--- src/design/i2ccw_pkg.sv ---
// Shared types and constants for the I2C command writer with address fallback.
package i2ccw_pkg;

    localparam int ADDR_W = 7;

    // Action codes on the request channel
    localparam logic [1:0] ACT_TICK  = 2'd0;
    localparam logic [1:0] ACT_CMD   = 2'd1;
    localparam logic [1:0] ACT_PROBE = 2'd2;

    // Configuration register indexes
    localparam logic [1:0] CFG_HALF_BIT_DELAY = 2'd0;
    localparam logic [1:0] CFG_PRIMARY_ADDR   = 2'd1;
    localparam logic [1:0] CFG_ALTERNATE_ADDR = 2'd2;

    localparam logic [7:0] CTRL_BYTE = 8'h00;

    typedef enum logic [1:0] {
        K_TICK,
        K_CMD,
        K_PROBE,
        K_NONE
    } t_kind;

    typedef enum logic [3:0] {
        PH_IDLE,
        PH_PRE,
        PH_START_A,
        PH_START_B,
        PH_START_C,
        PH_BIT_DATA,
        PH_BIT_HIGH,
        PH_BIT_LOW,
        PH_ACK_REL,
        PH_ACK_HIGH,
        PH_ACK_LOW,
        PH_STOP_A,
        PH_STOP_B,
        PH_STOP_C
    } t_phase;

    typedef struct packed {
        t_kind      kind;
        logic [7:0] command_byte;
        logic       sda_sense;
    } t_item;

    typedef struct packed {
        logic scl_drive_low;
        logic sda_drive_low;
        logic busy_res;
        logic done_res;
        logic acked;
        logic used_alternate;
        logic request_ignored;
    } t_result;

    function automatic t_kind classify(input logic [1:0] action);
        t_kind k;
        case (action)
            ACT_TICK:  k = K_TICK;
            ACT_CMD:   k = K_CMD;
            ACT_PROBE: k = K_PROBE;
            default:   k = K_NONE;
        endcase
        return k;
    endfunction

endpackage

--- src/design/i2ccw_in_if.sv ---
// Request channel: action beats with command byte and sensed SDA level.
interface i2ccw_in_if;
    logic       valid;
    logic       ready;
    logic [1:0] action;
    logic [7:0] command_byte;
    logic       sda_sense;

    modport source (output valid, output action, output command_byte, output sda_sense,
                    input ready);
    modport sink   (input valid, input action, input command_byte, input sda_sense,
                    output ready);
endinterface

--- src/design/i2ccw_out_if.sv ---
// Result channel: line drives and status flags, one beat per request beat.
interface i2ccw_out_if;
    logic valid;
    logic ready;
    logic scl_drive_low;
    logic sda_drive_low;
    logic busy_res;
    logic done_res;
    logic acked;
    logic used_alternate;
    logic request_ignored;

    modport source (output valid, output scl_drive_low, output sda_drive_low,
                    output busy_res, output done_res, output acked,
                    output used_alternate, output request_ignored, input ready);
    modport sink   (input valid, input scl_drive_low, input sda_drive_low,
                    input busy_res, input done_res, input acked,
                    input used_alternate, input request_ignored, output ready);
endinterface

--- src/design/i2ccw_front.sv ---
// Front end: accepts request beats, classifies the action, queues two deep.
module i2ccw_front (
    input  logic              i_clk,
    input  logic              i_rst_n,
    i2ccw_in_if.sink          i_req,
    input  logic              i_pop,
    output logic              o_item_valid,
    output i2ccw_pkg::t_item  o_item
);

    i2ccw_pkg::t_item r_mem [2];
    logic             r_wr_ptr;
    logic             r_rd_ptr;
    logic [1:0]       r_count;
    logic [1:0]       n_count;
    logic             push;
    logic             pop;

    assign i_req.ready  = (r_count != 2'd2);
    assign push         = i_req.valid && i_req.ready;
    assign o_item_valid = (r_count != 2'd0);
    assign pop          = i_pop && o_item_valid;
    assign o_item       = r_mem[r_rd_ptr];

    always_comb begin
        case ({push, pop})
            2'b10:   n_count = r_count + 2'd1;
            2'b01:   n_count = r_count - 2'd1;
            default: n_count = r_count;
        endcase
    end

    always_ff @(posedge i_clk) begin
        if (!i_rst_n) begin
            r_wr_ptr <= 1'b0;
            r_rd_ptr <= 1'b0;
            r_count  <= 2'd0;
        end else begin
            if (push) begin
                r_wr_ptr <= ~r_wr_ptr;
            end
            if (pop) begin
                r_rd_ptr <= ~r_rd_ptr;
            end
            r_count <= n_count;
        end
    end

    always_ff @(posedge i_clk) begin
        if (push) begin
            r_mem[r_wr_ptr].kind         <= i2ccw_pkg::classify(i_req.action);
            r_mem[r_wr_ptr].command_byte <= i_req.command_byte;
            r_mem[r_wr_ptr].sda_sense    <= i_req.sda_sense;
        end
    end

endmodule

--- src/design/i2ccw_back.sv ---
// Back end: bit-bang sequencer, one queued beat per cycle while the result is not stalled, registered result.
module i2ccw_back #(
    parameter int DELAY_W = 10
) (
    input  logic                          i_clk,
    input  logic                          i_rst_n,
    input  logic [DELAY_W-1:0]            i_half_bit_delay,
    input  logic [i2ccw_pkg::ADDR_W-1:0]  i_primary_address,
    input  logic [i2ccw_pkg::ADDR_W-1:0]  i_alternate_address,
    input  logic                          i_item_valid,
    input  i2ccw_pkg::t_item              i_item,
    output logic                          o_pop,
    i2ccw_out_if.source                   o_res
);

    i2ccw_pkg::t_phase   r_phase, n_phase;
    logic [3:0]          r_bit, n_bit;
    logic [7:0]          r_shift, n_shift;
    logic [DELAY_W-1:0]  r_delay, n_delay;
    logic [1:0]          r_byte, n_byte;
    logic                r_try, n_try;
    logic                r_probe, n_probe;
    logic [7:0]          r_saved, n_saved;
    logic                r_ack, n_ack;
    logic                r_scl, n_scl;
    logic                r_sda, n_sda;
    logic                r_out_valid;
    i2ccw_pkg::t_result  r_res, n_res;

    logic                enter;
    logic                load;
    i2ccw_pkg::t_phase   ent_ph;
    logic [DELAY_W-1:0]  dec;
    logic [i2ccw_pkg::ADDR_W-1:0] addr;

    assign o_pop = i_item_valid && (!r_out_valid || o_res.ready);

    always_comb begin
        n_phase = r_phase;
        n_bit   = r_bit;
        n_shift = r_shift;
        n_delay = r_delay;
        n_byte  = r_byte;
        n_try   = r_try;
        n_probe = r_probe;
        n_saved = r_saved;
        n_ack   = r_ack;
        n_scl   = r_scl;
        n_sda   = r_sda;
        n_res   = '0;
        enter   = 1'b0;
        load    = 1'b0;
        ent_ph  = i2ccw_pkg::PH_IDLE;
        dec     = (r_delay != '0) ? r_delay - DELAY_W'(1) : '0;

        if (o_pop) begin
            case (i_item.kind)
                i2ccw_pkg::K_CMD, i2ccw_pkg::K_PROBE: begin
                    if (r_phase != i2ccw_pkg::PH_IDLE) begin
                        n_res.request_ignored = 1'b1;
                    end else begin
                        n_probe = (i_item.kind == i2ccw_pkg::K_PROBE);
                        if (i_item.kind == i2ccw_pkg::K_CMD) begin
                            n_saved = i_item.command_byte;
                        end
                        n_try  = 1'b0;
                        n_byte = 2'd0;
                        n_ack  = 1'b0;
                        n_bit  = 4'd0;
                        enter  = 1'b1;
                        ent_ph = n_probe ? i2ccw_pkg::PH_PRE : i2ccw_pkg::PH_START_A;
                    end
                end
                i2ccw_pkg::K_TICK: begin
                    if (r_phase != i2ccw_pkg::PH_IDLE) begin
                        n_delay = dec;
                        if (dec == '0) begin
                            enter = 1'b1;
                            case (r_phase)
                                i2ccw_pkg::PH_PRE:     ent_ph = i2ccw_pkg::PH_START_A;
                                i2ccw_pkg::PH_START_A: ent_ph = i2ccw_pkg::PH_START_B;
                                i2ccw_pkg::PH_START_B: ent_ph = i2ccw_pkg::PH_START_C;
                                i2ccw_pkg::PH_START_C: begin
                                    load   = 1'b1;
                                    ent_ph = i2ccw_pkg::PH_BIT_DATA;
                                end
                                i2ccw_pkg::PH_BIT_DATA: ent_ph = i2ccw_pkg::PH_BIT_HIGH;
                                i2ccw_pkg::PH_BIT_HIGH: ent_ph = i2ccw_pkg::PH_BIT_LOW;
                                i2ccw_pkg::PH_BIT_LOW: begin
                                    n_shift = {r_shift[6:0], 1'b0};
                                    n_bit   = r_bit + 4'd1;
                                    ent_ph  = (n_bit >= 4'd8) ? i2ccw_pkg::PH_ACK_REL
                                                              : i2ccw_pkg::PH_BIT_DATA;
                                end
                                i2ccw_pkg::PH_ACK_REL: ent_ph = i2ccw_pkg::PH_ACK_HIGH;
                                i2ccw_pkg::PH_ACK_HIGH: begin
                                    n_ack  = !i_item.sda_sense;
                                    ent_ph = i2ccw_pkg::PH_ACK_LOW;
                                end
                                i2ccw_pkg::PH_ACK_LOW: begin
                                    if (r_ack && !r_probe && r_byte < 2'd2) begin
                                        n_byte = r_byte + 2'd1;
                                        load   = 1'b1;
                                        ent_ph = i2ccw_pkg::PH_BIT_DATA;
                                    end else begin
                                        ent_ph = i2ccw_pkg::PH_STOP_A;
                                    end
                                end
                                i2ccw_pkg::PH_STOP_A: ent_ph = i2ccw_pkg::PH_STOP_B;
                                i2ccw_pkg::PH_STOP_B: ent_ph = i2ccw_pkg::PH_STOP_C;
                                i2ccw_pkg::PH_STOP_C: begin
                                    if (!r_ack && !r_try) begin
                                        // primary NACKed: redo the attempt at the alternate
                                        n_try  = 1'b1;
                                        n_byte = 2'd0;
                                        n_ack  = 1'b0;
                                        n_bit  = 4'd0;
                                        ent_ph = i2ccw_pkg::PH_START_A;
                                    end else begin
                                        enter                = 1'b0;
                                        n_res.done_res       = 1'b1;
                                        n_res.acked          = r_ack;
                                        n_res.used_alternate = r_try;
                                        n_phase              = i2ccw_pkg::PH_IDLE;
                                        n_delay              = '0;
                                    end
                                end
                                default: begin
                                    enter   = 1'b0;
                                    n_phase = i2ccw_pkg::PH_IDLE;
                                    n_delay = '0;
                                end
                            endcase
                        end
                    end
                end
                default: ;
            endcase
        end

        if (load) begin
            addr = n_try ? i_alternate_address : i_primary_address;
            case (n_byte)
                2'd0:    n_shift = {addr, 1'b0};
                2'd1:    n_shift = i2ccw_pkg::CTRL_BYTE;
                default: n_shift = r_saved;
            endcase
            n_bit = 4'd0;
        end else begin
            addr = i_primary_address;
        end

        if (enter) begin
            n_phase = ent_ph;
            n_delay = i_half_bit_delay;
            case (ent_ph)
                i2ccw_pkg::PH_PRE, i2ccw_pkg::PH_START_A: begin
                    n_scl = 1'b0;
                    n_sda = 1'b0;
                end
                i2ccw_pkg::PH_START_B:  n_sda = 1'b1;
                i2ccw_pkg::PH_START_C:  n_scl = 1'b1;
                i2ccw_pkg::PH_BIT_DATA: n_sda = !n_shift[7];
                i2ccw_pkg::PH_BIT_HIGH: n_scl = 1'b0;
                i2ccw_pkg::PH_BIT_LOW:  n_scl = 1'b1;
                i2ccw_pkg::PH_ACK_REL:  n_sda = 1'b0;
                i2ccw_pkg::PH_ACK_HIGH: n_scl = 1'b0;
                i2ccw_pkg::PH_ACK_LOW:  n_scl = 1'b1;
                i2ccw_pkg::PH_STOP_A:   n_sda = 1'b1;
                i2ccw_pkg::PH_STOP_B:   n_scl = 1'b0;
                i2ccw_pkg::PH_STOP_C:   n_sda = 1'b0;
                default:                n_delay = '0;
            endcase
        end

        n_res.scl_drive_low = n_scl;
        n_res.sda_drive_low = n_sda;
        n_res.busy_res      = (n_phase != i2ccw_pkg::PH_IDLE);
    end

    always_ff @(posedge i_clk) begin
        if (!i_rst_n) begin
            r_phase     <= i2ccw_pkg::PH_IDLE;
            r_bit       <= 4'd0;
            r_shift     <= 8'd0;
            r_delay     <= '0;
            r_byte      <= 2'd0;
            r_try       <= 1'b0;
            r_probe     <= 1'b0;
            r_saved     <= 8'd0;
            r_ack       <= 1'b0;
            r_scl       <= 1'b0;
            r_sda       <= 1'b0;
            r_out_valid <= 1'b0;
        end else begin
            if (o_pop) begin
                r_phase     <= n_phase;
                r_bit       <= n_bit;
                r_shift     <= n_shift;
                r_delay     <= n_delay;
                r_byte      <= n_byte;
                r_try       <= n_try;
                r_probe     <= n_probe;
                r_saved     <= n_saved;
                r_ack       <= n_ack;
                r_scl       <= n_scl;
                r_sda       <= n_sda;
                r_out_valid <= 1'b1;
            end else if (o_res.ready) begin
                r_out_valid <= 1'b0;
            end
        end
    end

    always_ff @(posedge i_clk) begin
        if (o_pop) begin
            r_res <= n_res;
        end
    end

    assign o_res.valid           = r_out_valid;
    assign o_res.scl_drive_low   = r_res.scl_drive_low;
    assign o_res.sda_drive_low   = r_res.sda_drive_low;
    assign o_res.busy_res        = r_res.busy_res;
    assign o_res.done_res        = r_res.done_res;
    assign o_res.acked           = r_res.acked;
    assign o_res.used_alternate  = r_res.used_alternate;
    assign o_res.request_ignored = r_res.request_ignored;

endmodule

--- src/design/i2c_command_writer_with_fallback_core.sv ---
// Top level: I2C command writer with alternate-address fallback.
//
//  channel   dir  beat contents                                   handshake
//  i_req     in   action, command_byte, sda_sense                 valid/ready
//  o_res     out  scl/sda drive, busy, done, acked, used_alt,     valid/ready
//                 request_ignored
//  i_cfg_*   in   register index, write data                      write enable
//
// Every request beat yields exactly one result beat, in order.
// Sustained rate: one beat per cycle while o_res is not stalled; each beat
// passes the queue, then the sequencer step that writes the result register.
// Front end holds a two-deep queue, so i_req.ready only drops when the
// result register is stalled and the queue has filled behind it.
// Reset (i_rst_n low, synchronous) idles the bus with both lines released
// and restores delay 5, primary 0x3C, alternate 0x3D.
module i2c_command_writer_with_fallback_core #(
    parameter int MAX_HALF_BIT_DELAY = 1000
) (
    input  logic        i_clk,
    input  logic        i_rst_n,
    i2ccw_in_if.sink    i_req,
    i2ccw_out_if.source o_res,
    input  logic        i_cfg_we,
    input  logic [1:0]  i_cfg_idx,
    input  logic [((($clog2(MAX_HALF_BIT_DELAY + 1)) > i2ccw_pkg::ADDR_W) ?
                   $clog2(MAX_HALF_BIT_DELAY + 1) : i2ccw_pkg::ADDR_W) - 1 : 0] i_cfg_data
);

    localparam int DELAY_W = $clog2(MAX_HALF_BIT_DELAY + 1);
    localparam int CFG_W   = (DELAY_W > i2ccw_pkg::ADDR_W) ? DELAY_W : i2ccw_pkg::ADDR_W;
    localparam int RST_DLY = (MAX_HALF_BIT_DELAY < 5) ? MAX_HALF_BIT_DELAY : 5;

    logic [DELAY_W-1:0]           r_half_bit_delay;
    logic [i2ccw_pkg::ADDR_W-1:0] r_primary_address;
    logic [i2ccw_pkg::ADDR_W-1:0] r_alternate_address;
    logic [CFG_W-1:0]             sat_delay;

    logic             item_valid;
    logic             pop;
    i2ccw_pkg::t_item item;

    // delay writes clamp into 1..MAX
    always_comb begin
        if (i_cfg_data == '0) begin
            sat_delay = CFG_W'(1);
        end else if (i_cfg_data > CFG_W'(MAX_HALF_BIT_DELAY)) begin
            sat_delay = CFG_W'(MAX_HALF_BIT_DELAY);
        end else begin
            sat_delay = i_cfg_data;
        end
    end

    always_ff @(posedge i_clk) begin
        if (!i_rst_n) begin
            r_half_bit_delay    <= DELAY_W'(RST_DLY);
            r_primary_address   <= 7'h3C;
            r_alternate_address <= 7'h3D;
        end else if (i_cfg_we) begin
            case (i_cfg_idx)
                i2ccw_pkg::CFG_HALF_BIT_DELAY: r_half_bit_delay    <= sat_delay[DELAY_W-1:0];
                i2ccw_pkg::CFG_PRIMARY_ADDR:   r_primary_address   <= i_cfg_data[6:0];
                i2ccw_pkg::CFG_ALTERNATE_ADDR: r_alternate_address <= i_cfg_data[6:0];
                default: ;
            endcase
        end
    end

    i2ccw_front u_front (
        .i_clk        (i_clk),
        .i_rst_n      (i_rst_n),
        .i_req        (i_req),
        .i_pop        (pop),
        .o_item_valid (item_valid),
        .o_item       (item)
    );

    i2ccw_back #(
        .DELAY_W (DELAY_W)
    ) u_back (
        .i_clk               (i_clk),
        .i_rst_n             (i_rst_n),
        .i_half_bit_delay    (r_half_bit_delay),
        .i_primary_address   (r_primary_address),
        .i_alternate_address (r_alternate_address),
        .i_item_valid        (item_valid),
        .i_item              (item),
        .o_pop               (pop),
        .o_res               (o_res)
    );

endmodule

--- src/flat_wrapper.sv ---
// flat-port wrapper written by rule: the top's interface ports become plain ports
module i2c_command_writer_with_fallback_core_flat 
#(
    parameter int MAX_HALF_BIT_DELAY = 1000
)
  (i_clk, i_rst_n, i_cfg_we, i_cfg_idx, i_cfg_data, i_req_valid, i_req_action, i_req_command_byte, i_req_sda_sense, i_req_ready, o_res_valid, o_res_scl_drive_low, o_res_sda_drive_low, o_res_busy_res, o_res_done_res, o_res_acked, o_res_used_alternate, o_res_request_ignored, o_res_ready);
  i2ccw_in_if i_req_i ();
  i2ccw_out_if o_res_i ();
  input  logic i_clk;
  input  logic i_rst_n;
  input  logic i_cfg_we;
  input  logic [1:0] i_cfg_idx;
  input  logic [((($clog2(MAX_HALF_BIT_DELAY + 1)) > i2ccw_pkg::ADDR_W) ?
                   $clog2(MAX_HALF_BIT_DELAY + 1) : i2ccw_pkg::ADDR_W) - 1 : 0] i_cfg_data;
  input wire logic [$bits(i_req_i.valid)-1:0] i_req_valid;
  input wire logic [$bits(i_req_i.action)-1:0] i_req_action;
  input wire logic [$bits(i_req_i.command_byte)-1:0] i_req_command_byte;
  input wire logic [$bits(i_req_i.sda_sense)-1:0] i_req_sda_sense;
  output wire logic [$bits(i_req_i.ready)-1:0] i_req_ready;
  output wire logic [$bits(o_res_i.valid)-1:0] o_res_valid;
  output wire logic [$bits(o_res_i.scl_drive_low)-1:0] o_res_scl_drive_low;
  output wire logic [$bits(o_res_i.sda_drive_low)-1:0] o_res_sda_drive_low;
  output wire logic [$bits(o_res_i.busy_res)-1:0] o_res_busy_res;
  output wire logic [$bits(o_res_i.done_res)-1:0] o_res_done_res;
  output wire logic [$bits(o_res_i.acked)-1:0] o_res_acked;
  output wire logic [$bits(o_res_i.used_alternate)-1:0] o_res_used_alternate;
  output wire logic [$bits(o_res_i.request_ignored)-1:0] o_res_request_ignored;
  input wire logic [$bits(o_res_i.ready)-1:0] o_res_ready;
  assign i_req_i.valid = i_req_valid;
  assign i_req_i.action = i_req_action;
  assign i_req_i.command_byte = i_req_command_byte;
  assign i_req_i.sda_sense = i_req_sda_sense;
  assign i_req_ready = i_req_i.ready;
  assign o_res_valid = o_res_i.valid;
  assign o_res_scl_drive_low = o_res_i.scl_drive_low;
  assign o_res_sda_drive_low = o_res_i.sda_drive_low;
  assign o_res_busy_res = o_res_i.busy_res;
  assign o_res_done_res = o_res_i.done_res;
  assign o_res_acked = o_res_i.acked;
  assign o_res_used_alternate = o_res_i.used_alternate;
  assign o_res_request_ignored = o_res_i.request_ignored;
  assign o_res_i.ready = o_res_ready;
  i2c_command_writer_with_fallback_core #(.MAX_HALF_BIT_DELAY(MAX_HALF_BIT_DELAY)) u_core (.i_clk(i_clk), .i_rst_n(i_rst_n), .i_req(i_req_i), .o_res(o_res_i), .i_cfg_we(i_cfg_we), .i_cfg_idx(i_cfg_idx), .i_cfg_data(i_cfg_data));
endmodule
--- config.mk ---
export PLATFORM = sky130hd
export DESIGN_NAME = i2c_command_writer_with_fallback_core_flat
export DESIGN_NICKNAME = d
export VERILOG_FILES = /design/src/design/i2ccw_pkg.sv /design/src/design/i2ccw_in_if.sv /design/src/design/i2ccw_out_if.sv /design/src/design/i2ccw_front.sv /design/src/design/i2ccw_back.sv /design/src/design/i2c_command_writer_with_fallback_core.sv /design/src/flat_wrapper.sv
export SDC_FILE = /design/constraint.sdc
export NUM_CORES = 1
export LEC_CHECK = 0
export BUFFER_PORTS_ARGS = -buffer_cell sky130_fd_sc_hd__buf_4
export CORE_AREA = 3 3 102 104
export CTS_BUF_LIST = sky130_fd_sc_hd__clkbuf_8
export DETAILED_ROUTE_END_ITERATION = 10
export DIE_AREA = 0 0 105 107
export GPL_TIMING_DRIVEN = 1
export PLACE_DENSITY = 0.72
export SYNTH_ARGS = -nofsm -noshare
export SYNTH_HDL_FRONTEND = slang
export SYNTH_SLANG_ARGS = --single-unit
--- constraint.sdc ---
create_clock -name i_clk -period 10.5 [get_ports i_clk]
set_input_delay 0.525 -clock i_clk [delete_from_list [all_inputs] [get_ports i_clk]]
set_output_delay 0.525 -clock i_clk [all_outputs]
set_load 0.02 [all_outputs]
# Word level (Yosys, flattened, before mapping)
# Memories as Yosys holds them, arrays and structs flattened. A register that Yosys moved wholly into a read port is not among the register bits.
# Cells that the tools add are included.
# Widths: inputs -> output; s select.
# word_totals
regBits	77
mem_bits_rw	22
input_bits	28
output_inout_bits	9
word_cells	230
n_memories	1
# memory_table
name	depth	word_bits	rd	rd_clocked_by_memory_dff	wr	line	source
u_core.u_front.r_mem	2	11	1	1	1	i2ccw_front.sv:11	i2ccw_pkg::t_item r_mem [2];
# op_classes
add_sub_neg	5
n_lt_le_gt_ge	3
n_eq_ne	46
muxes	91
bitwise_logic	6
n_reduce_logical	52
# op_table
op	n
$mux 10	9
$mux 4	16
$pmux 4 s13	1
$eq 4x4->1 const B	12
$mux 8	6
$eq 4x3->1 const B	8
$pmux 4 s2	4
$mux 1	29
$reduce_bool 2->1	11
$logic_not 10->1	2
$mux 2	10
$pmux 10 s2	1
$eq 4x2->1 const B	4
$pmux 8 s2	1
$pmux 1 s2	7
$reduce_and 7->1	2
$reduce_or 13->1	1
$ne 3x3->1 const B	4
$pmux 2 s2	3
$reduce_or 12->1	1
$eq 2x1->1 const B	5
$gt 10x10->1 const B	1
$reduce_bool 10->1	1
$reduce_or 5->1	2
other kinds (30)	62

# Longest topological paths before layout
# Gate-level depths: netlist of run 1.
# depth
word_depth	15
mapped_depth	12
depth_no_buf	11

# By module
# A second synthesis of run 1 with hierarchy kept.
# hier_totals
cells_unflattened	566
hier_area_um2	5308.8
# modules_own_cells
module	instances	cells_each	area_per_inst_um2	seq_area_each_um2
i2ccw_back	1	410	3350.7	1051.0
i2ccw_front	1	60	1032.2	760.7
i2c_command_writer_with_fallback_core	1	96	925.9	480.5

# Worst setup path after synthesis of run 1
# Ideal clock, no wire load.
# synth_timing
kind	register -> register
start	reg (tool-made name)
end	reg u_core.u_back.r_res, in the netlist u_core.u_back.o_res.sda_drive_low, data pin
setup_time_ns	0.260
arrival_time_ns	3.060
required_time_ns	10.240
setup_slack_ns	7.181
stages_incl_launch_ff	13
n_path_buf	1
period_less_slack_ns	3.319
path_cell_list	dfxtp_1 -> buf_1 -> mux2i_1 -> inv_1 -> ha_1 -> nand2b_1 -> nand3_1 -> nor4b_1 -> nand4_1 -> a2111oi_2 -> nand2_1 -> o2111ai_1 -> nand2_1
# synth_lines
item	line	source
to (signal assigned)	i2ccw_back.sv:217	r_res <= n_res;
to (decl)	i2ccw_back.sv:28	i2ccw_pkg::t_result r_res, n_res;

==> results of run 1 <==
## kinds of logic (layout without fill, tap and decap cells)
kind of cell / Yosys count / after routing
XOR/XNOR: 7 / 7
buffers and inverters: 44 / 64
flip-flops: 100 / 100
multiplexers: 29 / 29
AO/OA/AOI/OAI: 132 / 132
AND/OR/NAND/NOR: 259 / 259
adder cells (fa/ha/maj): 9 / 9
## state kept, by name (all words and copies together), names as in the netlist, 2 cells and up, named ones only
name / cells
u_core.u_front.r_mem: 22
u_core.r_half_bit_delay: 10
u_core.u_back.r_delay: 10
u_core.u_back.r_saved: 8
u_core.u_back.r_shift: 8
u_core.r_alternate_address: 7
u_core.r_primary_address: 7
u_core.u_back.r_bit: 4
u_core.u_back.r_phase: 4
u_core.u_back.r_byte: 2
u_core.u_front.r_count: 2
## per-layer routing
metal	routed length [um]	part of all wire (%)
met2	5780	46
met5	0	0
met4	289	2.3
met1	5890	47
met3	650	5.2
## placed cells by master (no fill, tap or decap), drive strengths merged, types with 5 or more instances in the layout
cell,instances
and2,9
nor4,10
nand2,69
or2,11
mux2i,29
a31oi,8
nand4,6
nor3,15
and3,8
nor2b,7
nor3b,5
a21oi,36
a22oi,8
clkbuf,9
ha,9
or4,6
nand2b,13
buf,37
o21ai,18
inv,12
nor2,56
a211oi,15
dfxtp,71
edfxtp,29
o31ai,6
nand3,25
## cell type report
type | count | area [um2] | share of cell area [%]
Tap cell | 133 | 166 | 2.94
Clock inverter | 7 | 51.3 | 0.905
Sequential cell | 100 | 2290 | 40.5
Clock buffer | 9 | 124 | 2.19
Timing Repair Buffer | 37 | 278 | 4.90
Multi-Input combinational cell | 436 | 2710 | 47.9
Inverter | 11 | 41.3 | 0.729
## power by group through the flow
stage          logic (mW)  clock network, mW  registers (mW)
5_1_grt             0.677              0.247           0.542
3_5_place_dp        0.600                  0           0.540
3_3_place_gp        0.596                  0           0.540
2_1_floorplan       0.496                  0           0.525
6_report            0.612              0.228           0.532
4_1_cts             0.603              0.233           0.532
## worst reg2reg max path: stages (launching register included)
cell and delay, ns:
dfxtp_1 0.35, inv_1 0.13, ha_1 0.21, nor3b_1 0.36, nand2_1 0.17, a211oi_1 0.97, nand3_1 0.37, nor3_1 0.80
a22oi_1 0.19, o2111ai_1 0.18, nand2_1 0.07
## per-stage QoR
| stage | util (%) | setup slack (ns) | total power [mW] |
|---|---|---|---|
| after floorplan | - | 7.18 | 1.02 |
| after global placement | 57.0 | 6.66 | 1.14 |
| after detailed placement | 57.0 | 6.56 | 1.14 |
| after CTS | 58.8 | 6.55 | 1.37 |
| after global routing | 58.8 | 6.02 | 1.47 |
| final | 58.8 | 6.46 | 1.37 |
## path summary, 6_finish.rpt
kind	slack, ns	end	start	cells past startpoint
worst max-delay path	6.46	u_core.u_back.o_res.sda_drive_low$_DFFE_PP_	u_core.u_back.r_delay[0]$_SDFFE_PN0P_	10
worst max register to register	6.46	u_core.u_back.o_res.sda_drive_low$_DFFE_PP_	u_core.u_back.r_delay[0]$_SDFFE_PN0P_	10
worst min-delay path	0.33	u_core.u_front.r_mem[0][9]$_DFFE_PP_	i_req_action[0]	1
worst min register to register	0.47	u_core.r_half_bit_delay[3]$_SDFFE_PN0P_	u_core.r_half_bit_delay[3]$_SDFFE_PN0P_	2
==> impl_metrics.env, run 1 <==
export IMPL_status="finished clean"
export IMPL_ys_seq_area_share_pct=44.1
export IMPL_viasPerCell=5.99
export IMPL_yosysWarnings=0
export IMPL_postPlaceCellArea_um2=5490
export IMPL_p_sw_share_pct=43.4
export IMPL_ir_drop_uv=102
export IMPL_drc=0
export IMPL_start_util_pct=53.9
export IMPL_max_freq_mhz=247
export IMPL_insertion_delay_ns=0.37
export IMPL_ant_nets=0
export IMPL_switchingPower_mw=0.595
export IMPL_rsz0062_at_grt="no"
export IMPL_synth_top_family_by_area="simple AND/OR/NAND/NOR gates"
export IMPL_worstPathCellList="inv_1 -> ha_1 -> nor3b_1 -> nand2_1 -> a211oi_1 -> nand3_1 -> nor3_1 -> a22oi_1 -> o2111ai_1 -> nand2_1"
export IMPL_htree_levels=3
export IMPL_synth_most_common_cell="dfxtp_1"
export IMPL_setup_violations_final=0
export IMPL_yosysTopAreaCell="dfxtp_1"
export IMPL_slowest_delay_ns=0.97
export IMPL_clock_power_share_pct=16.6
export IMPL_cts_hold_buf=0
export IMPL_clkTransAtPathRegs_ns=0.10
export IMPL_wl_um=12600
export IMPL_cp_data_arrival_time_ns=4.17
export IMPL_crit_top_cell="nand2_1"
export IMPL_start_kind="register"
export IMPL_gr_usage_met3_pct=3.43
export IMPL_antenna_found_initial=0
export IMPL_min_period_ns=4.04
export IMPL_rows=36
export IMPL_synth_seq_cells=100
export IMPL_overflow=0
export IMPL_port_buffers=36
export IMPL_die_h_um=107
export IMPL_ys_flop_type="dfxtp_1"
export IMPL_grt_max_degree=59
export IMPL_synth_fp_nets=617
export IMPL_pwr_share_seq_pct=38.8
export IMPL_detail_route_wl_per_cell_um=17.2
export IMPL_async_flop_share_pct=0
export IMPL_cp_end_kind="register"
export IMPL_powerDensity_nw_per_um2=242
export IMPL_grt_use_met1_pct=32.1
export IMPL_use_met2_pct=36.0
export IMPL_max_slew_margin_pct=23.5
export IMPL_vias=4394
export IMPL_netlist_area_um2=5200
export IMPL_clkSinkCount=100
export IMPL_cts_tree="done"
export IMPL_syn_to_final_growth_pct=8.95
export IMPL_ios=37
export IMPL_dieWidth_um=105
export IMPL_coreArea_um2=9640
export IMPL_synth_edf_count=29
export IMPL_die_area_um2=11200
export IMPL_synth_compound_area_share_pct=17.5
export IMPL_n_antenna_cell=0
export IMPL_drtIter0Drc=359
export IMPL_cap_violations=0
export IMPL_synthSimpleGateAreaFrac_pct=25.7
export IMPL_synth_area_per_cell_um2=8.97
export IMPL_clockBufferDepth=2
export IMPL_ys_types=69
export IMPL_leakage_nw=2.02
export IMPL_min_path_type="in -> reg"
export IMPL_grt_busiest_layer="met2"
export IMPL_crit_path_max_fanout=11
export IMPL_cts_root_buffer="clkbuf_8"
export IMPL_tightest_slew_ns=1.14
export IMPL_gp_congestion=0.982
export IMPL_synthTopCellsByCount="dfxtp_1 (71), nand2_1 (69), nor2_1 (56)"
export IMPL_synthMuxAreaShare_pct=5.58
export IMPL_nets=632
export IMPL_maxSlewViolCount=0
export IMPL_grtUsageTotal_pct=23.0
export IMPL_path_delay_family="simple AND/OR/NAND/NOR gates"
export IMPL_hold_ws_ns=0.327
export IMPL_finalSetupTns_ns=0
export IMPL_p_int_mw=0.777
export IMPL_synth_fa_ha_area_share_pct=2.17
export IMPL_crit_type="reg -> reg"
export IMPL_firstDrtPassIters=5
export IMPL_worstPathRequired_ns=10.63
export IMPL_dp_cells=717
export IMPL_p_comb_share_pct=44.6
export IMPL_stdcell_count=733
export IMPL_fill_cells=907
export IMPL_path_buf_inv=1
export IMPL_cpMaxStageDelayCell="a211oi_1"
export IMPL_syn_inst=580
export IMPL_synth_area_leaders="dfxtp_1 (27%), edfxtp_1 (17%), mux2i_1 (5.6%)"
export IMPL_cts_buffers=9
export IMPL_post_cts_buffers=0
export IMPL_dp_hpwl_um=9120
export IMPL_fin_skew_ns=0.0124
export IMPL_final_hold_violation_count=0
export IMPL_synth_xor_area_share_pct=1.18
export IMPL_grt_pass1_wl_um=20800
export IMPL_drive_above_1_share_pct=12.7
export IMPL_stdcell_area_um2=5670
export IMPL_synth_top_area_share_pct=27.3
export IMPL_fin_crit_sh_pct=38.5
export IMPL_grt_pass1_vias=4128
export IMPL_cts_resized=0
Power figures use the tool's default switching activity.
==> run 2, diff against run 1 <==
clock period = 4.1 ns   (was 10.5 ns; I/O delays follow)
==> run 2 against run 1 <==
Effect of this change:
- worst setup slack got worse by 5.8 ns
- combinational power grew to 2.8 times the previous value
- largest cell class unchanged
- register-to-register slack worse by 5.8 ns
- largest power group unchanged
- clock power grew to 2.7 times the previous value
- cell area up 3.8%
- critical path depth increased by 1
- total power grew to 2.7 times the previous value
- routed wire length grew 4.1%
- fmax up 18%
- first-iteration DRC count decreased by 22%
==> impl_metrics.env, run 2 (synthesized netlist as in run 1, its figures left out) <==
export IMPL_dp_hpwl_um=9470
export IMPL_cts_tree="done"
export IMPL_rows=36
export IMPL_cts_buffers=9
export IMPL_syn_to_final_growth_pct=13.1
export IMPL_fin_skew_ns=0.0154
export IMPL_grt_pass1_wl_um=21800
export IMPL_gp_congestion=1.02
export IMPL_path_buf_inv=2
export IMPL_drive_above_1_share_pct=14.3
export IMPL_cts_resized=0
export IMPL_grtUsageTotal_pct=24.1
export IMPL_final_hold_violation_count=0
export IMPL_cpMaxStageDelayCell="a2111oi_2"
export IMPL_clkTransAtPathRegs_ns=0.11
export IMPL_worstPathCellList="buf_4 -> mux2i_1 -> inv_1 -> ha_1 -> nand2b_1 -> nor3b_1 -> nand4_1 -> nor4_1 -> o21ai_0 -> a2111oi_2 -> nor3_1"
export IMPL_wl_um=13100
export IMPL_largest_reg_flops=22
export IMPL_status="finished clean"
export IMPL_detail_route_wl_per_cell_um=17.4
export IMPL_maxSlewViolCount=0
export IMPL_viasPerCell=6.06
export IMPL_drtIter0Drc=279
export IMPL_reg_top3="u_core.u_front.r_mem: 22 flops, u_core.r_half_bit_delay: 10 flops, u_core.u_back.r_delay: 10 flops"
export IMPL_ant_nets=0
export IMPL_tightest_slew_ns=0.964
export IMPL_crit_type="reg -> reg"
export IMPL_path_delay_family="simple AND/OR/NAND/NOR gates"
export IMPL_nets=655
export IMPL_start_util_pct=53.9
export IMPL_clockBufferDepth=2
export IMPL_htree_levels=3
export IMPL_finalSetupTns_ns=0
export IMPL_post_cts_buffers=0
export IMPL_leakage_nw=2.14
export IMPL_min_path_type="in -> reg"
export IMPL_final_cell_mix="dfxtp_1 (71), nand2_1 (69), nor2_1 (56)"
export IMPL_fill_cells=882
export IMPL_fin_crit_sh_pct=83.9
export IMPL_rsz0062_at_grt="no"
export IMPL_cts_hold_buf=9
export IMPL_n_antenna_cell=0
export IMPL_dieWidth_um=105
export IMPL_grt_max_degree=39
export IMPL_ios=37
export IMPL_coreArea_um2=9640
export IMPL_insertion_delay_ns=0.38
export IMPL_clkSinkCount=100
export IMPL_cp_end_kind="register"
export IMPL_worstPathRequired_ns=4.24
export IMPL_setup_violations_final=0
export IMPL_p_total_mw=3.66
export IMPL_multi_input_area_um2=2710
export IMPL_port_buffers=36
export IMPL_final_seq_area_um2=2290
export IMPL_antenna_found_initial=0
export IMPL_drc=0
export IMPL_start_kind="register"
export IMPL_vias=4580
export IMPL_powerDensity_nw_per_um2=623
export IMPL_min_period_ns=3.44
export IMPL_cp_data_arrival_time_ns=3.57
export IMPL_crit_path_max_fanout=12
export IMPL_slowest_delay_ns=0.46
export IMPL_regMostFlops="u_core.u_front.r_mem"
export IMPL_grt_pass1_vias=4362
export IMPL_ir_drop_uv=305
export IMPL_cts_root_buffer="clkbuf_8"
export IMPL_die_area_um2=11200
export IMPL_overflow=0
export IMPL_firstDrtPassIters=5
export IMPL_die_h_um=107
export IMPL_final_common_cell="dfxtp_1"
export IMPL_max_slew_margin_pct=35.6
export IMPL_cap_violations=0
export IMPL_max_freq_mhz=291
[run 2: layout make-up]
class / count / area share, %
Tap cell: 133 / 2.83
Timing Repair Buffer: 60 / 8.09
Inverter: 11 / 0.702
Sequential cell: 100 / 39.0
Clock buffer: 9 / 2.11
Multi-Input combinational cell: 436 / 46.1
Clock inverter: 7 / 1.15
[run 2: layer usage]
layer | GRT usage [%] | wire length [um] | vias to the layer above
met1 | 33.2 | 5890 | 2184
met3 | 3.13 | 762 | 29
met2 | 37.9 | 6130 | 162
li1 | - | - | 2205
met4 | 10.6 | 336 | 0
met5 | 0 | 0 | -
[run 2: power breakdown]
part           total [mW]  switching, mW  leakage, nW  internal (mW)
registers            1.31          0.112        0.852           1.20
logic                1.73           1.09         1.20          0.637
clock network       0.619          0.383       0.0945          0.237
total                3.66           1.59         2.14           2.07
[run 2: worst paths after layout]
path | startpoint | to | slack [ns] | cells past startpoint
worst max register to register | register | u_core.u_back.o_res.scl_drive_low$_DFFE_PP_ | 0.66 | 11
worst min-delay path | i_req_sda_sense | u_core.u_front.r_mem[0][0]$_DFFE_PP_ | 0.02 | 1
worst min register to register | u_core.r_half_bit_delay[9]$_SDFFE_PN0P_ | u_core.u_back.r_delay[9]$_SDFFE_PN0P_ | 0.46 | 2
worst max-delay path | register | u_core.u_back.o_res.scl_drive_low$_DFFE_PP_ | 0.66 | 11
[run 2: stage by stage]
stage / hold slack (ns) / area [um2] / setup slack (ns) / cells / utilization (%)
2_1_floorplan: 0.304 / 5200 / 0.781 / 580 / -
3_3_place_gp: 0.390 / 5590 / 0.901 / 730 / 58.0
3_5_place_dp: 0.394 / 5590 / 0.735 / 730 / 58.0
4_1_cts: 0.0000439 / 5870 / 0.690 / 755 / 60.9
5_1_grt: 0.00200 / 5880 / 0.370 / 756 / 61.0
6_report: 0.0186 / 5880 / 0.661 / 756 / 61.0
==> run 3, diff against run 2 <==
PLACE_DENSITY = 0.75   (was 0.72)
clock period = 2.9 ns   (was 4.1 ns; I/O delays follow)
==> run 3 against run 2 <==
Effect of this change:
- clock skew fell by 0.00090 ns
- die area did not move
- core utilization rose by 7.2 points
- clock power rose by 45%
- highest routed layer unchanged
- fmax rose by 20%
- final cell count rose by 7.7%
- non-clock buffer count rose by 58
==> impl_metrics.env, run 3 (synthesized netlist as in run 1, its figures left out) <==
export IMPL_start_util_pct=53.9
export IMPL_ios=37
export IMPL_nets=713
export IMPL_fin_crit_sh_pct=98.9
export IMPL_ant_nets=0
export IMPL_firstDrtPassIters=5
export IMPL_largest_reg_flops=22
export IMPL_start_kind="register"
export IMPL_coreArea_um2=9640
export IMPL_crit_type="reg -> reg"
export IMPL_cap_violations=0
export IMPL_rows=36
export IMPL_drive_above_1_share_pct=27.2
export IMPL_fill_cells=776
export IMPL_tightest_slew_ns=0.979
export IMPL_max_slew_margin_pct=34.6
export IMPL_cts_root_buffer="clkbuf_8"
export IMPL_grt_max_degree=24
export IMPL_antenna_found_initial=0
export IMPL_rsz0062_at_grt="yes"
export IMPL_viasPerCell=5.98
export IMPL_setup_violations_final=0
export IMPL_drc=0
export IMPL_port_buffers=36
export IMPL_place_ws_ns=-0.0932
export IMPL_grtUsageTotal_pct=24.3
export IMPL_min_path_type="in -> reg"
export IMPL_dp_hpwl_um=9780
export IMPL_min_from="i_cfg_data[0]"
export IMPL_min_period_ns=2.87
export IMPL_htree_levels=3
export IMPL_worstPathCellList="or4_4 -> or4_4 -> o2111a_2 -> buf_6 -> buf_4 -> a31oi_1 -> o2111ai_1 -> o311a_1 -> a21oi_2 -> nand2_1"
export IMPL_syn_to_final_growth_pct=26.4
export IMPL_reg_top3="u_core.u_front.r_mem: 22 flops, u_core.r_half_bit_delay: 10 flops, u_core.u_back.r_delay: 10 flops"
export IMPL_r2r_start="u_core.u_back.r_delay[1]$_SDFFE_PN0P_"
export IMPL_clockBufferDepth=2
export IMPL_drtIter0Drc=404
export IMPL_final_common_cell="buf_4"
export IMPL_multi_input_area_um2=2950
export IMPL_n_antenna_cell=0
export IMPL_die_h_um=107
export IMPL_dieWidth_um=105
export IMPL_cp_end_kind="register"
export IMPL_powerDensity_nw_per_um2=934
export IMPL_cpMaxStageDelayCell="or4_4"
export IMPL_crit_start="u_core.u_back.r_delay[1]$_SDFFE_PN0P_"
export IMPL_vias=4867
export IMPL_ir_drop_uv=437
export IMPL_worstPathRequired_ns=3.03
export IMPL_gp_congestion=0.940
export IMPL_grt_pass1_wl_um=22000
export IMPL_final_hold_violation_count=0
export IMPL_cts_buffers=9
export IMPL_insertion_delay_ns=0.38
export IMPL_postPlaceCellArea_um2=5960
export IMPL_clkSinkCount=100
export IMPL_regMostFlops="u_core.u_front.r_mem"
export IMPL_maxSlewViolCount=0
export IMPL_fin_skew_ns=0.0145
export IMPL_wl_um=14000
export IMPL_die_area_um2=11200
export IMPL_cts_tree="done"
export IMPL_final_seq_area_um2=2300
export IMPL_clkTransAtPathRegs_ns=0.10
export IMPL_final_cell_mix="buf_4 (104), nand2_1 (69), dfxtp_1 (68)"
export IMPL_detail_route_wl_per_cell_um=17.2
export IMPL_leakage_nw=2.50
export IMPL_crit_path_max_fanout=8
export IMPL_stdcell_area_um2=6570
export IMPL_slowest_delay_ns=0.52
export IMPL_grt_pass1_vias=4555
export IMPL_cp_data_arrival_time_ns=3.00
export IMPL_overflow=0
export IMPL_crit_top_cell="or4_4"
export IMPL_status="finished clean"
export IMPL_max_freq_mhz=349
export IMPL_finalWorstSetupSlack_ns=0.0313
run 3: final timing paths:
path                                                      end  cells past startpoint  slack, ns
setup reg to reg  u_core.u_back.o_res.sda_drive_low$_DFFE_PP_                     10       0.03
hold reg to reg         u_core.u_back.r_delay[7]$_SDFFE_PN0P_                      2       0.47
setup / recovery  u_core.u_back.o_res.sda_drive_low$_DFFE_PP_                     10       0.03
hold / removal     u_core.r_alternate_address[0]$_SDFFE_PN1P_                      3       0.02
run 3: layout make-up:
cell class / count / share of cell area [%]
sequential: 100 / 35.0
tap: 133 / 2.53
clock inverter: 7 / 1.20
multi-input combinational: 436 / 44.8
inverter: 11 / 0.628
timing repair buffer: 118 / 14.0
clock buffer: 9 / 1.88
run 3: power breakdown:
group / switching [mW] / leakage [nW] / total, mW / internal (mW)
clock: 0.555 / 0.102 / 0.897 / 0.342
sequential: 0.151 / 0.853 / 1.86 / 1.70
combinational: 1.87 / 1.54 / 3.39 / 1.52
run 3: metal layers:
| layer | global-route usage (%) | part of all wire, % | vias up |
|---|---|---|---|
| met1 | 31.6 | 43 | 2277 |
| met3 | 4.21 | 6.4 | 30 |
| met5 | 0 | 0 | - |
| met2 | 40.2 | 48 | 228 |
| li1 | - | - | 2332 |
| met4 | 10.2 | 2.3 | 0 |
run 3: worst max-delay path, delay by kind of cell (launching register included):
kind            cells  cell delay, ns
simple gates        3            1.09
flops               1            0.37
compound gates      5            0.89
buf+inv             2            0.28
run 3: what timing repair did:
item	4_1_cts	5_1_grt
setup buffers	2	6
hold endpoints to repair	23	0
pin swaps	6	25
hold buffers	12	0
setup endpoints to repair	11	26
resized for setup	12	41
gates cloned	0	1
run 3: through the flow:
stage / power [mW] / hold WS, ns / TNS (ns) / std cells / util (%)
final: 6.14 / 0.0161 / 0 / 814 / 68.2
after global routing: 6.52 / 0.0107 / -0.711 / 814 / 68.2
after CTS: 5.83 / 0.00664 / -0.00782 / 807 / 65.8
after detailed placement: 4.79 / 0.332 / -0.351 / 777 / 61.9
after global placement: 4.75 / 0.330 / -0.129 / 777 / 61.9
after floorplan: 3.71 / 0.244 / -0.00290 / 580 / -
